`src/rtl/core/two_point_calibration_fit_macros.svh`:
```
// Assertion macros for the two-point calibration fit block.
`ifndef TWO_POINT_CALIBRATION_FIT_MACROS_SVH
`define TWO_POINT_CALIBRATION_FIT_MACROS_SVH

// Same-cycle implication, held off during reset.
`define TPCF_ASSERT_IMPLY(label, pre, post, msg) \
   label: assert property (@(posedge clock) disable iff (reset) (pre) |-> (post)) \
      else $error(msg);

// Next-cycle implication, held off during reset.
`define TPCF_ASSERT_NEXT(label, pre, post, msg) \
   label: assert property (@(posedge clock) disable iff (reset) (pre) |=> (post)) \
      else $error(msg);

`endif

```
`src/rtl/core/tpcf_pkg.sv`:
```
// Types and constants for the two-point calibration fit block.
package tpcf_pkg;

   localparam int FRAC_BITS = 16;
   localparam int IN_W      = 16;
   localparam int QUO_W     = IN_W + FRAC_BITS;
   localparam int PROD_W    = IN_W + QUO_W;
   localparam int SLOPE_W   = 33;
   localparam int ICPT_W    = 49;
   localparam int REQ_W     = 4 * IN_W;
   localparam int RSP_W     = 88;
   localparam int CSR_IDX_W = 1;

   typedef enum logic [1:0] {
      STATUS_OK       = 2'd0,
      STATUS_DIV_ZERO = 2'd1,
      STATUS_RANGE    = 2'd2,
      STATUS_ORDER    = 2'd3
   } status_type;

   localparam logic [CSR_IDX_W-1:0] REG_MAX_REFERENCE = 1'd0;
   localparam logic [CSR_IDX_W-1:0] REG_MAX_CONVERTER = 1'd1;

   localparam logic [IN_W-1:0] MAX_REFERENCE_RESET = 16'd1000;
   localparam logic [IN_W-1:0] MAX_CONVERTER_RESET = 16'd4095;

endpackage

```
`src/rtl/core/two_point_calibration_fit.sv`:
```
// Two-point linear calibration fit. Each request carries two reference readings (y) and two
// converter readings (x); the block returns a status code, slope = (y2-y1)/(x2-x1) in signed
// fixed point with FRAC_BITS fraction bits (truncated toward zero) and intercept =
// y1 - x1*slope, exact from that slope. Status: ok, divide by zero (equal converter readings,
// fit zeroed, fit_written low), reading above limit, points out of order; divide by zero wins
// over out of order, which wins over above limit. One request is accepted per cycle while the
// output is not stalled. The request is registered at the accepting edge, then passes
// 16 + FRAC_BITS divider stages that resolve one quotient bit each, a multiply stage and the
// intercept/output stage, after which rsp_tvalid rises. A stalled output stalls the whole
// pipeline. Limit registers may be written at any time through the csr port.
module two_point_calibration_fit (
   input  logic                            clock,
   input  logic                            reset,
   input  logic                            req_tvalid,
   output logic                            req_tready,
   // ref_second [15:0], ref_first [31:16], conv_second [47:32], conv_first [63:48]
   input  logic [tpcf_pkg::REQ_W-1:0]      req_tdata,
   output logic                            rsp_tvalid,
   input  logic                            rsp_tready,
   // status [1:0], fit_written [2], slope [35:3], intercept [84:36], zero pad [87:85]
   output logic [tpcf_pkg::RSP_W-1:0]      rsp_tdata,
   input  logic                            csr_valid,
   output logic                            csr_ready,
   input  logic [tpcf_pkg::CSR_IDX_W-1:0]  csr_index,
   input  logic [tpcf_pkg::IN_W-1:0]       csr_data
);
   import tpcf_pkg::*;

   // ---------------- limit registers ----------------
   logic [IN_W-1:0] max_ref_ff;
   logic [IN_W-1:0] max_conv_ff;

   assign csr_ready = 1'b1;

   always_ff @(posedge clock) begin
      if (reset) begin
         max_ref_ff  <= MAX_REFERENCE_RESET;
         max_conv_ff <= MAX_CONVERTER_RESET;
      end else if (csr_valid) begin
         case (csr_index)
            REG_MAX_REFERENCE: max_ref_ff  <= csr_data;
            REG_MAX_CONVERTER: max_conv_ff <= csr_data;
            default: ;
         endcase
      end
   end

   // ---------------- pipeline control ----------------
   logic rsp_valid_ff;
   logic advance;

   assign advance    = !rsp_valid_ff || rsp_tready;
   assign req_tready = advance;

   // ---------------- entry: checks and magnitudes ----------------
   logic [IN_W-1:0] y2, y1, x2, x1;
   logic            dy_neg, dx_neg;
   logic [IN_W-1:0] dy_mag, dx_mag;
   status_type      status_in;

   assign y2 = req_tdata[IN_W-1:0];
   assign y1 = req_tdata[2*IN_W-1:IN_W];
   assign x2 = req_tdata[3*IN_W-1:2*IN_W];
   assign x1 = req_tdata[4*IN_W-1:3*IN_W];

   always_comb begin
      dy_neg = y1 > y2;
      dx_neg = x1 > x2;
      dy_mag = dy_neg ? (y1 - y2) : (y2 - y1);
      dx_mag = dx_neg ? (x1 - x2) : (x2 - x1);
      status_in = STATUS_OK;
      if (y2 > max_ref_ff)  status_in = STATUS_RANGE;
      if (x2 > max_conv_ff) status_in = STATUS_RANGE;
      if (dy_neg || dx_neg) status_in = STATUS_ORDER;
      if (x1 == x2)         status_in = STATUS_DIV_ZERO;
   end

   // ---------------- divider: one quotient bit per stage ----------------
   // Stage 0 holds the request as it enters; stage s+1 has resolved s+1 quotient bits.
   logic             div_valid_ff [0:QUO_W];
   logic [IN_W-1:0]  div_rem_ff   [0:QUO_W];
   logic [QUO_W-1:0] div_dvd_ff   [0:QUO_W];
   logic [QUO_W-1:0] div_quo_ff   [0:QUO_W];
   logic [IN_W-1:0]  div_dx_ff    [0:QUO_W];
   logic [IN_W-1:0]  div_x1_ff    [0:QUO_W];
   logic [IN_W-1:0]  div_y1_ff    [0:QUO_W];
   logic             div_neg_ff   [0:QUO_W];
   status_type       div_status_ff[0:QUO_W];

   logic [IN_W-1:0]  div_rem_in [0:QUO_W-1];
   logic             div_bit_in [0:QUO_W-1];

   always_comb begin
      for (int s = 0; s < QUO_W; s++) begin
         logic [IN_W:0] trial;
         logic [IN_W:0] diff;
         trial = {div_rem_ff[s], div_dvd_ff[s][QUO_W-1]};
         diff  = trial - {1'b0, div_dx_ff[s]};
         div_bit_in[s] = !diff[IN_W];
         div_rem_in[s] = diff[IN_W] ? trial[IN_W-1:0] : diff[IN_W-1:0];
      end
   end

   always_ff @(posedge clock) begin
      if (reset) begin
         for (int s = 0; s <= QUO_W; s++) div_valid_ff[s] <= 1'b0;
      end else if (advance) begin
         div_valid_ff[0] <= req_tvalid;
         for (int s = 0; s < QUO_W; s++) div_valid_ff[s+1] <= div_valid_ff[s];
      end
   end

   always_ff @(posedge clock) begin
      if (advance) begin
         div_rem_ff[0]    <= '0;
         div_dvd_ff[0]    <= {dy_mag, {FRAC_BITS{1'b0}}};
         div_quo_ff[0]    <= '0;
         div_dx_ff[0]     <= dx_mag;
         div_x1_ff[0]     <= x1;
         div_y1_ff[0]     <= y1;
         div_neg_ff[0]    <= dy_neg ^ dx_neg;
         div_status_ff[0] <= status_in;
         for (int s = 0; s < QUO_W; s++) begin
            div_rem_ff[s+1]    <= div_rem_in[s];
            div_dvd_ff[s+1]    <= {div_dvd_ff[s][QUO_W-2:0], 1'b0};
            div_quo_ff[s+1]    <= {div_quo_ff[s][QUO_W-2:0], div_bit_in[s]};
            div_dx_ff[s+1]     <= div_dx_ff[s];
            div_x1_ff[s+1]     <= div_x1_ff[s];
            div_y1_ff[s+1]     <= div_y1_ff[s];
            div_neg_ff[s+1]    <= div_neg_ff[s];
            div_status_ff[s+1] <= div_status_ff[s];
         end
      end
   end

   // ---------------- multiply: x1 * |slope| ----------------
   logic              mul_valid_ff;
   logic [PROD_W-1:0] mul_prod_ff;
   logic [QUO_W-1:0]  mul_quo_ff;
   logic [IN_W-1:0]   mul_y1_ff;
   logic              mul_neg_ff;
   status_type        mul_status_ff;
   logic [PROD_W-1:0] mul_prod_in;

   assign mul_prod_in = {{QUO_W{1'b0}}, div_x1_ff[QUO_W]} * {{IN_W{1'b0}}, div_quo_ff[QUO_W]};

   always_ff @(posedge clock) begin
      if (reset) begin
         mul_valid_ff <= 1'b0;
      end else if (advance) begin
         mul_valid_ff <= div_valid_ff[QUO_W];
      end
   end

   always_ff @(posedge clock) begin
      if (advance) begin
         mul_prod_ff   <= mul_prod_in;
         mul_quo_ff    <= div_quo_ff[QUO_W];
         mul_y1_ff     <= div_y1_ff[QUO_W];
         mul_neg_ff    <= div_neg_ff[QUO_W];
         mul_status_ff <= div_status_ff[QUO_W];
      end
   end

   // ---------------- intercept and output register ----------------
   status_type         rsp_status_ff;
   logic               rsp_written_ff;
   logic [SLOPE_W-1:0] rsp_slope_ff;
   logic [ICPT_W-1:0]  rsp_icpt_ff;

   logic [SLOPE_W-1:0] slope_mag;
   logic [ICPT_W-1:0]  icpt_base;
   logic [ICPT_W-1:0]  icpt_prod;
   logic               written_in;
   logic [SLOPE_W-1:0] slope_in;
   logic [ICPT_W-1:0]  icpt_in;

   always_comb begin
      slope_mag  = SLOPE_W'(mul_quo_ff);
      icpt_base  = ICPT_W'({mul_y1_ff, {FRAC_BITS{1'b0}}});
      icpt_prod  = ICPT_W'(mul_prod_ff);
      written_in = mul_status_ff != STATUS_DIV_ZERO;
      // Negative slope: y1 - x1*(-q) = y1 + x1*q.
      if (!written_in) begin
         slope_in = '0;
         icpt_in  = '0;
      end else if (mul_neg_ff) begin
         slope_in = -slope_mag;
         icpt_in  = icpt_base + icpt_prod;
      end else begin
         slope_in = slope_mag;
         icpt_in  = icpt_base - icpt_prod;
      end
   end

   always_ff @(posedge clock) begin
      if (reset) begin
         rsp_valid_ff <= 1'b0;
      end else if (advance) begin
         rsp_valid_ff <= mul_valid_ff;
      end
   end

   always_ff @(posedge clock) begin
      if (advance) begin
         rsp_status_ff  <= mul_status_ff;
         rsp_written_ff <= written_in;
         rsp_slope_ff   <= slope_in;
         rsp_icpt_ff    <= icpt_in;
      end
   end

   assign rsp_tvalid = rsp_valid_ff;
   assign rsp_tdata  = {{(RSP_W - 3 - SLOPE_W - ICPT_W){1'b0}}, rsp_icpt_ff, rsp_slope_ff,
                        rsp_written_ff, rsp_status_ff};

   // ---------------- assertions ----------------
`include "two_point_calibration_fit_macros.svh"

   `TPCF_ASSERT_IMPLY(a_written_matches_status, rsp_valid_ff,
      rsp_written_ff == (rsp_status_ff != STATUS_DIV_ZERO), "fit_written disagrees with status")
   `TPCF_ASSERT_IMPLY(a_div_zero_clears_fit, rsp_valid_ff && !rsp_written_ff,
      rsp_slope_ff == '0 && rsp_icpt_ff == '0, "fit not cleared on divide by zero")
   `TPCF_ASSERT_IMPLY(a_ok_slope_nonneg, rsp_valid_ff && rsp_status_ff == STATUS_OK,
      !rsp_slope_ff[SLOPE_W-1], "negative slope on ordered points")
   `TPCF_ASSERT_NEXT(a_max_ref_write, csr_valid && csr_index == REG_MAX_REFERENCE,
      max_ref_ff == $past(csr_data), "max_reference write lost")

endmodule
```
`config.mk`:
```
export PLATFORM = sky130hd
export DESIGN_NAME = two_point_calibration_fit
export DESIGN_NICKNAME = d
export VERILOG_FILES = /design/src/rtl/core/tpcf_pkg.sv /design/src/rtl/core/two_point_calibration_fit.sv
export VERILOG_INCLUDE_DIRS = /design/src /design/src/rtl/core
export SDC_FILE = /design/constraint.sdc
export NUM_CORES = 2
export LEC_CHECK = 0
export BUFFER_PORTS_ARGS = -buffer_cell sky130_fd_sc_hd__buf_2
export CAP_MARGIN = 30
export CELL_PAD_IN_SITES_DETAIL_PLACEMENT = 0
export CELL_PAD_IN_SITES_GLOBAL_PLACEMENT = 1
export CORE_UTILIZATION = 45
export CTS_CLUSTER_DIAMETER = 120
export DETAILED_ROUTE_END_ITERATION = 8
export GPL_TIMING_DRIVEN = 0
export PLACE_DENSITY = 0.67
export SETUP_SLACK_MARGIN = 0.05
export SYNTH_ARGS = -nofsm -noshare
export SYNTH_HDL_FRONTEND = slang
export SYNTH_MEMORY_MAX_BITS = 65536
export SYNTH_SLANG_ARGS = --single-unit
```
`constraint.sdc`:
```
create_clock -name clock -period 157 [get_ports clock]
set_clock_uncertainty 0.2 [all_clocks]
set_input_delay 7.85 -clock clock [delete_from_list [all_inputs] [get_ports clock]]
set_output_delay 7.85 -clock clock [all_outputs]
set_load 0.05 [all_outputs]
```
== After elaboration in Yosys (flattened, before gate mapping) ==
Memory sizes are Yosys's and may differ from the RTL's. A register that Yosys moved wholly into a read port is not among the register bits.
Index checks and enable logic that the tools add are counted.

* Add/subtract/negate cells: 39
* Multiply operators: 1
* Order comparisons: 4
* Eq/ne operators: 2
* Mux-type cells: 79
* Bitwise operators: 35
* Reductions and logical operators: 38

{| class="wikitable"
|+ Operator list
! kind !! number
|-
| two-way mux 16 bit || 34
|-
| subtractor 17 x 16 -> 17 bit || 32
|-
| > comparator 16 bit || 4
|-
| subtractor 16 bit || 4
|-
| adder 32 x 48 -> 49 bit || 1
|-
| two-way mux 49 bit || 1
|-
| subtractor 32 x 48 -> 49 bit || 1
|-
| multiplier 16 x 32 -> 48 bit || 1
|-
| two-way mux 1 bit || 39
|-
| logical NOT 1 bit || 33
|-
| negation 32 -> 33 bit || 1
|-
| bitwise OR 1 bit || 33
|-
| two-way mux 32 bit || 1
|-
| equality test 16 bit || 1
|-
| two-way mux 2 bit || 4
|-
| AND reduction 2 bit || 3
|-
| logical OR 1 bit || 2
|-
| inequality test 2 x 1 -> 1 bit, second input constant || 1
|-
| inverter 1 bit || 1
|-
| bitwise XOR 1 bit || 1
|}

* Register bits: 198
* Bits in writable memories: 4,323
* Output and inout port bits: 91
* Word-level logic and storage cells: 217
* Memories: 9

{| class="wikitable"
|+ Memory list
! memory !! words !! width !! rd ports !! clocked after memory_dff !! wr ports !! line !! source
|-
| div_quo_ff || 33 || 32 || 33 || 0 || 33 || two_point_calibration_fit.sv:83 || <nowiki>logic [QUO_W-1:0] div_quo_ff [0:QUO_W];</nowiki>
|-
| div_dvd_ff || 33 || 31 || 32 || 0 || 33 || two_point_calibration_fit.sv:82 || <nowiki>logic [QUO_W-1:0] div_dvd_ff [0:QUO_W];</nowiki>
|-
| div_dx_ff || 33 || 16 || 32 || 0 || 33 || two_point_calibration_fit.sv:84 || <nowiki>logic [IN_W-1:0] div_dx_ff [0:QUO_W];</nowiki>
|-
| div_rem_ff || 33 || 16 || 32 || 0 || 33 || two_point_calibration_fit.sv:81 || <nowiki>logic [IN_W-1:0] div_rem_ff [0:QUO_W];</nowiki>
|-
| div_x1_ff || 33 || 16 || 33 || 0 || 33 || two_point_calibration_fit.sv:85 || <nowiki>logic [IN_W-1:0] div_x1_ff [0:QUO_W];</nowiki>
|-
| div_y1_ff || 33 || 16 || 33 || 1 || 33 || two_point_calibration_fit.sv:86 || <nowiki>logic [IN_W-1:0] div_y1_ff [0:QUO_W];</nowiki>
|-
| +3 memories || n/a || n/a || n/a || n/a || n/a || n/a ||
|}

== Depth between registers and ports, before layout ==
* Depth after elaboration: 6
* Mapped depth: 25
* Depth with buffers taken out: 23

== Least setup slack after synthesis ==
Ideal clock, no wire load.

* Path type: input -> output
* Start: input rsp_tready
* End: output req_tready
* Arrival time: 66.156 ns
* Path slack: 82.794 ns
* Stages on the path: 2
* Path buffers: 0
* Cell sequence: nor2b_1 -> inv_1

* Word-level cells in the longest chain between the ends: 1

{| class="wikitable"
|+ Ends and longest elaborated chain
! what !! line !! source
|-
| from (decl) || two_point_calibration_fit.sv:19 || <nowiki>input logic rsp_tready,</nowiki>
|-
| logical OR 1 bit || two_point_calibration_fit.sv:52 || <nowiki>assign advance = !rsp_valid_ff || rsp_tready;</nowiki>
|-
| to (decl) || two_point_calibration_fit.sv:15 || <nowiki>output logic req_tready,</nowiki>
|}

No other way between the ends.

== Worst setup path in the final report ==
Same ends and word-level chain as after synthesis.

==> key figures <==
Detailed routing
  • Antenna-violating nets left: 0
  • Drt drc: 0
  • Via/cell ratio: 5.055
  • Detailed router's first-iteration violation count: roughly 4300
  • Drt pass-1 iters: 5
  • Routed via count: between 70000 and 80000
  • Avg WL per Cell: approximately 18 um
  • Final wirelength: 270.2 mm

Job
  • Maxcap violations: 0

Critical path
  • CP Capture Type: output port
  • Worst EP required: ~150 ns
  • Critical Path AT: around 9 ns
  • Startpoint types: input port
  • FF-to-FF path depth: 22
  • Setup CP Type: in2out
  • CP max FO: between 100 and 150

Floorplan
  • Boundary Pins: between 150 and 200
  • CORE AREA: approximately 0.32 sq mm
  • Die Area: approximately 0.32 sq mm
  • Die X: roughly 570 um
  • Row Count: 207
  • Initial Utilization: ~45%
  • Die height: roughly 570 um

Synth
  • Asr flop ratio synth: 0%
  • Combinational family with the most area after synthesis: adder cells
  • Synth Warn #: 0
  • EDFF count, synth: roughly 3000
  • Mux contribution to synthesized area: 3.560%
  • Register bit count reported by yosys: around 3100
  • Synth Area in Adders: between 10% and 20%
  • Post-Synth XOR/XNOR Area: under 10%
  • Cells after Synth: a little under 10000
  • Seq/Total Area, Yosys: between 60% and 70%
  • Post-synthesis compound-gate area fraction: under 10%
  • Syn Area/Cell: about 15 sq um
  • Distinct cells, synth: slightly below 100
  • Synth Area in Simple Gates: between 6 and 7%
  • Post-synth top flop: edfxtp_1
  • Synth Cell Area: 0.1437 sq mm

Global routing
  • Initial antenna violation count: 25
  • Overall global routing resource usage: 16.79%
  • Vias in the first global route: roughly 80000
  • Gr ovfl total: 0
  • Largest net degree at the start of global routing: between 100 and 150
  • First-pass GRT wire length: around 430 mm

Timing
  • Period utilization: a little over a tenth
  • Setup violators final: 0
  • RSZ-0062 raised after global routing: no
  • Slew headroom: 30.68%
  • Min Tclk post-route: approximately 17 ns
  • Worst slew pin tran: about 1.0 ns
  • Fin Setup TNS: 0 ns
  • Final hold vios: 0
  • Final Slew Violations: 0
  • Achievable clock frequency: 57.92 MHz

Clock network
  • Skew-Pair Late Insertion Delay: approximately 0.90 ns
  • Resize count post-CTS: 0
  • Clock net sink count: 3078
  • Postcts setup bufs: 0
  • CTS tree: done
  • Number of H-tree levels: 5
  • Worst-path clk slew: about 0.060 ns
  • # hold bufs at CTS: 0
  • Total CTS buffers: approximately 330
  • Clk root buf: clkbuf_16
  • Bufs on Longest Clock Path: 4

Placement
  • Detailed placement HPWL: 195.0 mm
  • RD Place Congestion: just under 0.9
  • I/O Buffers: about 170

Final layout
  • FILL cells: between 20000 and 30000
  • Share of cells above drive strength 1: approximately 11%
  • Area growth syn-to-layout: 12.21%
  • Layout Nets: ~12000

Outcome
  • Outcome: finished clean

Hold path
  • Hold depth: 0
  • Worst hold path type: reg2reg
==> final cells by class <==
type | instances | area, sq um | area share (%)
clock buffer | 411 | 8710 | 5.400
timing repair buffer | 198 | 1567 | 0.9713
antenna | 8 | 20.02 | 0.01241
tap | 4180 | 5230 | 3.243
sequential | 3078 | 92090 | 57.10
buffer | 195 | 873.3 | 0.5415
inverter | 1201 | 4516 | 2.800
clock inverter | 187 | 1984 | 1.230
multi-input combinational | 5444 | 46290 | 28.70
==> critical path, cell delays in order <==
cell and delay, ns:
buf_2 0.10, nor2b_1 0.52, inv_8 0.39, buf_2 0.35
==> through the flow <==
step	util (%)	hold WS, ns	worst slack (ns)	cells	cell area (sq um)
floorplan	-	0.2003	82.79	9918	143800
global placement	47.15	0.2005	56.29	14270	149800
detailed placement	47.37	0.2045	139.68	14300	150600
CTS	50.74	0.1802	139.68	14890	161200
global route	50.75	0.1887	139.62	14900	161300
finish	50.75	0.1925	139.74	14900	161300
==> synth_stat cells (124+ instances only) <==
master,instances,area (sq um)
a21oi_1,385,1927
and2_1,266,1664
clkbuf_1,145,544.3
edfxtp_1,3044,91410
fa_1,453,9069
ha_1,731,9146
inv_1,1199,4501
mux2_2,373,4200
nand2_1,565,2121
nor2_1,457,1715
nor2b_1,124,775.7
o21ai_0,284,1421
xnor2_1,344,3013
xor2_1,147,1287
==> path summary, 6_finish.rpt <==
check / startpoint / endpoint / slack, ns
hold reg to reg: div_y1_ff[13][3] / div_y1_ff[14][3] / 0.19
setup / recovery: rsp_tready / req_tready / 139.74
hold / removal: div_y1_ff[13][3] / div_y1_ff[14][3] / 0.19
setup reg to reg: div_quo_ff[32][15] / mul_prod_ff[45] / 148.27
==> per-layer routing <==
layer	track usage, %	vias up	part of all wire (%)
met2	29.30	1266	50
li1	-	36480	-
met3	2.888	455	4.2
met4	5.062	12	2.8
met5	0	-	0.024
met1	21.31	37110	43
==> registers in the layout, indices dropped and copies added, names as in the netlist <==
| signal | cells |
|---|---|
| max_ref_ff | 16 |
| div_status_ff | 66 |
| mul_quo_ff | 32 |
| div_valid_ff | 33 |
| div_x1_ff | 528 |
| rsp_status_ff | 2 |
| div_neg_ff | 33 |
| mul_status_ff | 2 |
| mul_prod_ff | 48 |
| mul_neg_ff | 1 |
| div_dx_ff | 512 |
| div_y1_ff | 528 |
| div_dvd_ff | 136 |
| mul_y1_ff | 16 |
| rsp_tvalid | 1 |
| div_quo_ff | 528 |
| max_conv_ff | 16 |
| div_rem_ff | 496 |
| rsp_written_ff | 1 |
| rsp_icpt_ff | 49 |
| rsp_slope_ff | 33 |
| mul_valid_ff | 1 |
==> cells in the final DEF (no fill, tap or decap), types with 21 or more instances in the layout <==
cell type  count
a211o_1       40
a211oi_1      59
a21boi_0      24
a21o_1       121
a21oi_1      385
a31oi_1       27
and2_1       266
and3_1        47
buf_16        25
buf_2        188
buf_4         21
bufinv_16     25
clkbuf_1     218
clkbuf_16    336
clkinv_1      57
clkinv_2      62
dfxtp_1       34
edfxtp_1    3044
fa_1         453
ha_1         731
inv_1       1198
mux2_2       373
mux2i_1       71
nand2_1      565
nand2b_1      88
nand3_1       83
nand4_1       29
nor2_1       457
nor2b_1      124
nor3_1        95
nor4_1        24
o21a_1       112
o21ai_0      284
o21ai_1       26
o31a_1        26
o31ai_1       38
or3_1         53
xnor2_1      344
xor2_1       147
==> cell families after synthesis <==
logic type / Yosys count
adders and majority gates: 1184
other: 2
buffers and inverters: 1396
AOI/OAI and AO/OA: 1379
xor gates and xnor gates: 516
DFF: 3078
muxes: 460
and+or+nand+nor: 1894
Power is left out: the tool's default activity adds up to more than one toggle a clock period on the data nets, which glitch-free logic cannot reach.
